**config.mk**
```make
export PLATFORM = sky130hd
export DESIGN_NAME = vdi_cmp
export DESIGN_NICKNAME = d
export VERILOG_FILES = /design/src/design/vdi_cmp.sv
export SDC_FILE = /design/constraint.sdc
export NUM_CORES = 1
export LEC_CHECK = 0
export ABC_AREA = 1
export BUFFER_PORTS_ARGS = -buffer_cell sky130_fd_sc_hd__buf_2
export CORE_AREA = 2 2 205 207
export DETAILED_ROUTE_END_ITERATION = 6
export DIE_AREA = 0 0 207 209
export GPL_TIMING_DRIVEN = 0
export SYNTH_ARGS = -nofsm -noshare
export SYNTH_HDL_FRONTEND = slang
export SYNTH_SLANG_ARGS = --single-unit
export TNS_END_PERCENT = 1
```
**constraint.sdc**
```tcl
create_clock -name vclk -period 1.25
set_clock_uncertainty 0.05 [all_clocks]
set_input_delay 0.0625 -clock vclk [all_inputs]
set_output_delay 0.0625 -clock vclk [all_outputs]
set_load 0.05 [all_outputs]
```
**src/design/vdi_cmp.sv**
```systemverilog
module vdi_cmp #(
   parameter int COMPS = 8
) (
   input  logic [COMPS*32-1:0] entry,
   input  logic [COMPS*32-1:0] key,
   input  logic [COMPS-1:0]    mask,
   output logic                match
);

   logic [COMPS-1:0] lane_ok;

   always_comb begin
      for (int c = 0; c < COMPS; c++) begin
         lane_ok[c] = !mask[c] || (entry[c*32 +: 32] == key[c*32 +: 32]);
      end
   end

   assign match = &lane_ok;

endmodule

```
# == After elaboration in Yosys (flattened, before gate mapping) ==
# Index checks and enable logic that the tools add are counted.
# word_totals
ff_bits,0
out_inout_bits,1
wordCells,25
# op_classes
eq_ne,8
reduce_logical,17
# ops
op,count
$eq 32x32->1,8
$logic_not 1->1,8
$logic_or 1x1->1,8
$reduce_and 8->1,1

# == Longest topological paths before layout ==
# Gate-level depths: netlist (run 1).
# depth
depth_word,3
ltp_mapped,13

# == Worst setup path after synthesis (run 1) ==
# OpenSTA, ideal clock, no wires.
# synth_path
kind,in2out
start,input key[37]
end,output match
arrival_time_ns,1.346
t_required_ns,1.138
path_slack_ns,-0.209
stages,11
cell_sequence,xnor2_1 > nand2_1 > nor2_1 > nand2_1 > nor2_1 > nand2_1 > nand2_1 > nand2_1 > inv_1 > nand2_1 > nor2_1
# synth_between
elab_chain_len,3
# synth_lines
element,line_no,source
from (decl),5,"input logic [COMPS*32-1:0] key,"
$eq 32x32->1,14,lane_ok[c] = !mask[c] || (entry[c*32 +: 32] == key[c*32 +: 32]);
$logic_or 1x1->1,14,
$reduce_and 8->1,18,assign match = &lane_ok;
to (decl),7,output logic match
# No other way between the ends.

# == Worst setup path in the final report (run 1) ==
# layout_path
start,input key[217]
end,output match
# Same word-level chain as after synthesis.

==> flow_summary.rst, run 1 <==
.. list-table::
   :header-rows: 1

   * - Metric
     - Value
   * - Vias
     - 5135
   * - Yosys top cell area share
     - 60.4%
   * - Aggregate global-route resource usage
     - 7.05%
   * - Vias in the first global route
     - 5001
   * - CP Buf/Inv Count
     - 3
   * - Count of nets left with antenna violations after detail routing
     - 0
   * - Fin. Hold Viols
     - 0
   * - Die outline width
     - 207 um
   * - Maxcap violations
     - 0
   * - Floorplan die area
     - 43300 um^2
   * - Total count of max-transition violations in the final report
     - 0
   * - Total leakage power
     - 0.00345 uW
   * - Worst Slack Setup Final
     - -0.223 ns
   * - CP max FO
     - 1
   * - Routing usage on met1
     - 7.34%
   * - Final worst-path cycle share
     - 118%
   * - Power density over cell area
     - 305 nW/um^2
   * - Worst rel slew slack
     - 86.1%
   * - Most frequent cell after synthesis
     - sky130_fd_sc_hd__nand2_1
   * - Vias per inst
     - 3.09
   * - Detailed-placement wirelength estimate
     - 15.9 mm
   * - Setup crit end kind
     - output port
   * - Average wire per standard cell
     - 10.1 um
   * - Final estimated routing congestion in global placement
     - 0.779
   * - Clock buffer cells
     - 0
   * - Critical path, cell by cell
     - buf_2 -> xnor2_1 -> nand2_1 -> nor2_1 -> nand2_1 -> nor2_1 -> nand2_1 -> nand2_2 -> nand2_2 -> inv_4 -> nand2_2 -> nor2_2 -> buf_6
   * - Number of filler instances in the final layout
     - 4788
   * - Initial Utilization
     - 8.32%
   * - Post-synthesis instance total
     - 599
   * - Post-Place Setup Slack
     - -0.705 ns
   * - Slowest-stage cell, CP
     - sky130_fd_sc_hd__buf_6
   * - Sequential-to-total area share from yosys stat
     - 0%
   * - Sort of element at the start of the critical path
     - primary input
   * - Area occupied by multi-input gates
     - 3460 um^2
   * - Synth unique cells
     - 4
   * - Number of standard-cell rows in the floorplan
     - 75
   * - I/O pin count
     - 521
   * - Total core area
     - 41300 um^2
   * - Overall die height
     - 209 um
   * - Setup violations, final
     - 1
   * - Cell type with the largest total area after synthesis
     - sky130_fd_sc_hd__xnor2_1
   * - Failing checks
     - setup timing
   * - Worst hold slack after final layout
     - 0.514 ns
   * - Met2 track utilization from global routing
     - 14.9%
   * - Port Buffer Count
     - 521
   * - Pin slew with the least headroom to its limit
     - 0.207 ns
   * - Wire length of the first global-routing pass
     - 24.3 mm
   * - Worst min path class
     - primary input to output port
   * - Family with the most delay on the worst path
     - simple AND/OR/NAND/NOR gates
   * - Syn-to-layout area delta
     - 102%
   * - Setup repair after global routing missed its margin
     - yes
   * - Critical path data required time
     - 1.14 ns
   * - Number of buffers added to fix hold violations after cts
     - 0
   * - Max stage delay on crit path
     - 0.17 ns
   * - Ranking of synthesized cells by instance count
     - 239 x sky130_fd_sc_hd__nand2_1, 237 x sky130_fd_sc_hd__xnor2_1, 81 x sky130_fd_sc_hd__nor2_1
   * - Average cell area after synthesis
     - 5.73 um^2
   * - Register area
     - 0 um^2
   * - Count of TritonRoute iterations in the first routing pass
     - 4
   * - Number of violations reported at the end of detailed-routing iteration 0
     - 118
   * - Global route overflow
     - 0
   * - Routed wire length
     - 16.7 mm
   * - Most used routing layer in global routing
     - met2
   * - FFs & Latches
     - 0
   * - Number of DRC violations after detailed routing
     - 0
   * - Arrival time reported for the critical path endpoint
     - 1.36 ns
   * - Mapped cell area
     - 3430 um^2
   * - Period minus WS final
     - 1.47 ns
   * - Pin count of the biggest net entering global routing
     - 3
   * - Met3 usage in global routing
     - 1.13%
   * - Top cells by area, synth
     - sky130_fd_sc_hd__xnor2_1 60%, sky130_fd_sc_hd__nand2_1 26%, sky130_fd_sc_hd__nor2_1 8.9%
   * - Number of antenna violations at the first check in global routing
     - 1
   * - Maximum vdd drop
     - 0.0000933 V
   * - Net total in the final layout
     - 1642
   * - Synthesis warning total
     - 0
   * - Result of the run
     - finished, violations left
   * - Fraction of final layout cells with drive strength greater than 1
     - 49.9%
   * - Net count after synthesis
     - 1119
   * - Start-to-end type of the worst setup path
     - primary input to output port
   * - Highest achievable clock rate
     - 679 MHz
## report_power, final
group	internal, uW	total (uW)	switching, uW
logic	1250	2120	865
registers	0	0	0
clock network	0.000107	0.000107	0
total	1250	2120	865
## final timing paths
path | start | end | slack [ns] | cells after the start
worst max-delay path | key[217] | match | -0.22 | 13
worst min-delay path | mask[7] | match | 0.51 | 7
## worst min-delay path: stages
cell	delay [ns]
sky130_fd_sc_hd__buf_2	0.07
sky130_fd_sc_hd__nand2_1	0.04
sky130_fd_sc_hd__nand2_1	0.05
sky130_fd_sc_hd__inv_1	0.04
sky130_fd_sc_hd__nand2_2	0.05
sky130_fd_sc_hd__nor2_2	0.04
sky130_fd_sc_hd__buf_6	0.14
## metal layers
| metal | share of wire, % | vias up |
|---|---|---|
| met2 | 55 | 289 |
| li1 | - | 2798 |
| met4 | 1.1 | 0 |
| met5 | 0 | - |
| met1 | 36 | 2042 |
| met3 | 8.3 | 6 |
## repair_timing
item,in CTS,in global routing
resized for setup,41,10
setup buffers,0,0
endpoints found under the setup margin,1,1
pin swaps,32,13
## final cells by class
cell class / count / share of cell area [%]
Antenna cell: 1 / 0.0361
Inverter: 42 / 2.31
Multi-Input combinational cell: 557 / 49.8
Tap cell: 539 / 9.72
Timing Repair Buffer: 521 / 38.1
## cell families after synthesis
logic type / after synthesis / synth area share, %
buffers and inverters: 42 / 4.59
and+or+nand+nor: 320 / 35.0
xor gates and xnor gates: 237 / 60.4
## cell usage in the layout, fill, tap and decap left out
cell type and instances:
sky130_fd_sc_hd__nor2_4 5, sky130_fd_sc_hd__xnor2_1 225, sky130_fd_sc_hd__nor2_1 67, sky130_fd_sc_hd__inv_2 1
sky130_fd_sc_hd__buf_4 1, sky130_fd_sc_hd__nand2_1 229, sky130_fd_sc_hd__nor2_2 9, sky130_fd_sc_hd__buf_6 5
sky130_fd_sc_hd__buf_2 515, sky130_fd_sc_hd__inv_1 40, sky130_fd_sc_hd__nand2_4 1, sky130_fd_sc_hd__inv_4 1
sky130_fd_sc_hd__xnor2_2 12, sky130_fd_sc_hd__nand2_2 9, sky130_fd_sc_hd__diode_2 1
## metrics by stage
step | total power (uW) | TNS [ns] | util [%] | instance area (um^2) | cells
4_1_cts | 2130 | -0.286 | 16.7 | 6890 | 1659
2_1_floorplan | 951 | 0 | - | 3440 | 599
3_5_place_dp | 2060 | -0.705 | 16.3 | 6720 | 1659
6_report | 2120 | -0.223 | 16.8 | 6940 | 1660
5_1_grt | 2360 | -0.382 | 16.8 | 6940 | 1660
3_3_place_gp | 2040 | -0.734 | 16.3 | 6720 | 1659
(Power assumes the default switching activity.)
==> run 2, diff against run 1 <==
- clock period: 1.25 -> 1.8 ns (I/O delays scaled with it)
==> flow_summary.rst, run 2 (synthesis results as in run 1) <==
.. list-table::
   :header-rows: 1

   * - Metric
     - Value
   * - Worst hold slack after final layout
     - 0.567 ns
   * - Number of DRC violations after detailed routing
     - 0
   * - Cell type with the highest occurrence count on the critical path
     - sky130_fd_sc_hd__nand2_1
   * - Result of the run
     - finished clean
   * - Global route overflow
     - 0
   * - Antenna fix cells
     - 0
   * - CP max FO
     - 1
   * - Slowest-stage cell, CP
     - sky130_fd_sc_hd__xnor2_4
   * - I/O pin count
     - 521
   * - Family with the most delay on the worst path
     - simple AND/OR/NAND/NOR gates
   * - Number of buffers added to fix hold violations after cts
     - 0
   * - Start-to-end type of the worst setup path
     - primary input to output port
   * - Arrival time reported for the critical path endpoint
     - 1.43 ns
   * - Start point of the worst min-delay path
     - mask[0]
   * - Port Buffer Count
     - 521
   * - Cell count after placement
     - 1659
   * - Total core area
     - 41300 um^2
   * - Count of TritonRoute iterations in the first routing pass
     - 4
   * - Leading cell types in the layout, fill and taps excluded
     - 520 x sky130_fd_sc_hd__buf_2, 236 x sky130_fd_sc_hd__nand2_1, 234 x sky130_fd_sc_hd__xnor2_1
   * - Floorplan die area
     - 43300 um^2
   * - Overall die height
     - 209 um
   * - Vias
     - 5108
   * - FFs & Latches
     - 0
   * - Worst rel slew slack
     - 83.3%
   * - Most frequent standard cell in the layout excluding fill and tap cells
     - sky130_fd_sc_hd__buf_2
   * - Maximum vdd drop
     - 0.0000761 V
   * - Count of nets left with antenna violations after detail routing
     - 0
   * - Highest achievable clock rate
     - 635 MHz
   * - Number of standard-cell rows in the floorplan
     - 75
   * - Vias in the first global route
     - 4906
   * - Vias per inst
     - 3.08
   * - Setup tns final
     - 0 ns
   * - Worst min path class
     - primary input to output port
   * - Critical path data required time
     - 1.66 ns
   * - Number of cells traversed by the worst hold path
     - 7
   * - Max stage delay on crit path
     - 0.18 ns
   * - Final worst-path cycle share
     - 87.4%
   * - Setup violations, final
     - 0
   * - Final standard cell count with taps included and fillers excluded
     - 1659
   * - Clock buffer cells
     - 0
   * - Number of antenna violations at the first check in global routing
     - 0
   * - Initial Utilization
     - 8.32%
   * - Number of filler instances in the final layout
     - 4854
   * - Critical path, cell by cell
     - buf_2 -> xnor2_4 -> nand2_1 -> nor2_1 -> nand2_1 -> nor2_1 -> nand2_1 -> nand2_1 -> nand2_1 -> inv_1 -> nand2_2 -> nor2_2 -> buf_6
   * - Wire length of the first global-routing pass
     - 23.2 mm
   * - Detailed-placement wirelength estimate
     - 15.4 mm
   * - Maxcap violations
     - 0
   * - Die outline width
     - 207 um
   * - Endpoint of the worst hold-timing path
     - match
   * - Sort of element at the start of the critical path
     - primary input
   * - Final estimated routing congestion in global placement
     - 0.802
   * - Routed wire length
     - 15.9 mm
   * - Pin slew with the least headroom to its limit
     - 0.249 ns
   * - Syn-to-layout area delta
     - 97.7%
   * - Aggregate global-route resource usage
     - 6.67%
   * - Number of violations reported at the end of detailed-routing iteration 0
     - 102
   * - Pin count of the biggest net entering global routing
     - 3
   * - Total leakage power
     - 0.00338 uW
   * - Fraction of final layout cells with drive strength greater than 1
     - 47.4%
   * - Setup crit end kind
     - output port
   * - Power density over cell area
     - 211 nW/um^2
   * - Total count of max-transition violations in the final report
     - 0
   * - Register area
     - 0 um^2
   * - Fin. Hold Viols
     - 0
   * - Average wire per standard cell
     - 9.60 um
   * - Period minus WS final
     - 1.57 ns
   * - Net total in the final layout
     - 1642
   * - Setup repair after global routing missed its margin
     - no
   * - CP Buf/Inv Count
     - 3
## run 2: cell types whose count changed in the layout (fill, tap and decap cells not counted), moves of 6 or more
cell                      change
sky130_fd_sc_hd__xnor2_2     -11
sky130_fd_sc_hd__nor2_1      +10
sky130_fd_sc_hd__xnor2_1      +9
sky130_fd_sc_hd__nand2_1      +7
sky130_fd_sc_hd__nand2_2      -6
sky130_fd_sc_hd__nor2_2       -6
## run 2: what timing repair did
action                     CTS  global route
setup buffers                0             0
setup endpoints to repair    1             1
cloned                       0             0
gates resized for setup      5            10
## run 2: per-layer routing
layer | part of all wire, % | up-vias | track usage [%]
met5 | 0 | - | 0
met4 | 0.60 | 0 | 0.369
met3 | 8.8 | 6 | 0.842
met2 | 52 | 285 | 13.4
met1 | 38 | 2020 | 7.76
li1 | - | 2797 | -
## run 2: cell type report
cell class	instances	area, um^2	share of cell area, %
timing repair buffer	521	2610	38.5
tap	539	674	9.93
inverter	42	158	2.32
multi-input combinational	557	3340	49.3
## run 2: report_power, final
part	internal, uW	leakage (uW)	switching, uW	total (uW)
Sequential	0	0	0	0
Clock	0	0	0	0
Combinational	851	0.00338	582	1430
Total	851	0.00338	582	1430
## run 2: how the worst max path moves through the flow
stage | slack, ns | end | startpoint | cells after the start
2_1_floorplan | 0.29 | match | key[37] | 11
6_report | 0.23 | match | key[127] | 13
4_1_cts | 0.007 | match | key[49] | 13
5_1_grt | 0.01 | match | key[56] | 13
3_5_place_dp | -0.16 | match | key[49] | 13
3_3_place_gp | -0.15 | match | key[127] | 13
## run 2: through the flow
stage,instance area [um^2],power (uW),worst slack (ns),util [%]
6_report,6790,1430,0.226,16.4
3_3_place_gp,6720,1420,-0.154,16.3
4_1_cts,6740,1440,0.00653,16.3
2_1_floorplan,3430,660,0.286,-
5_1_grt,6790,1600,0.0104,16.4
3_5_place_dp,6720,1430,-0.164,16.3
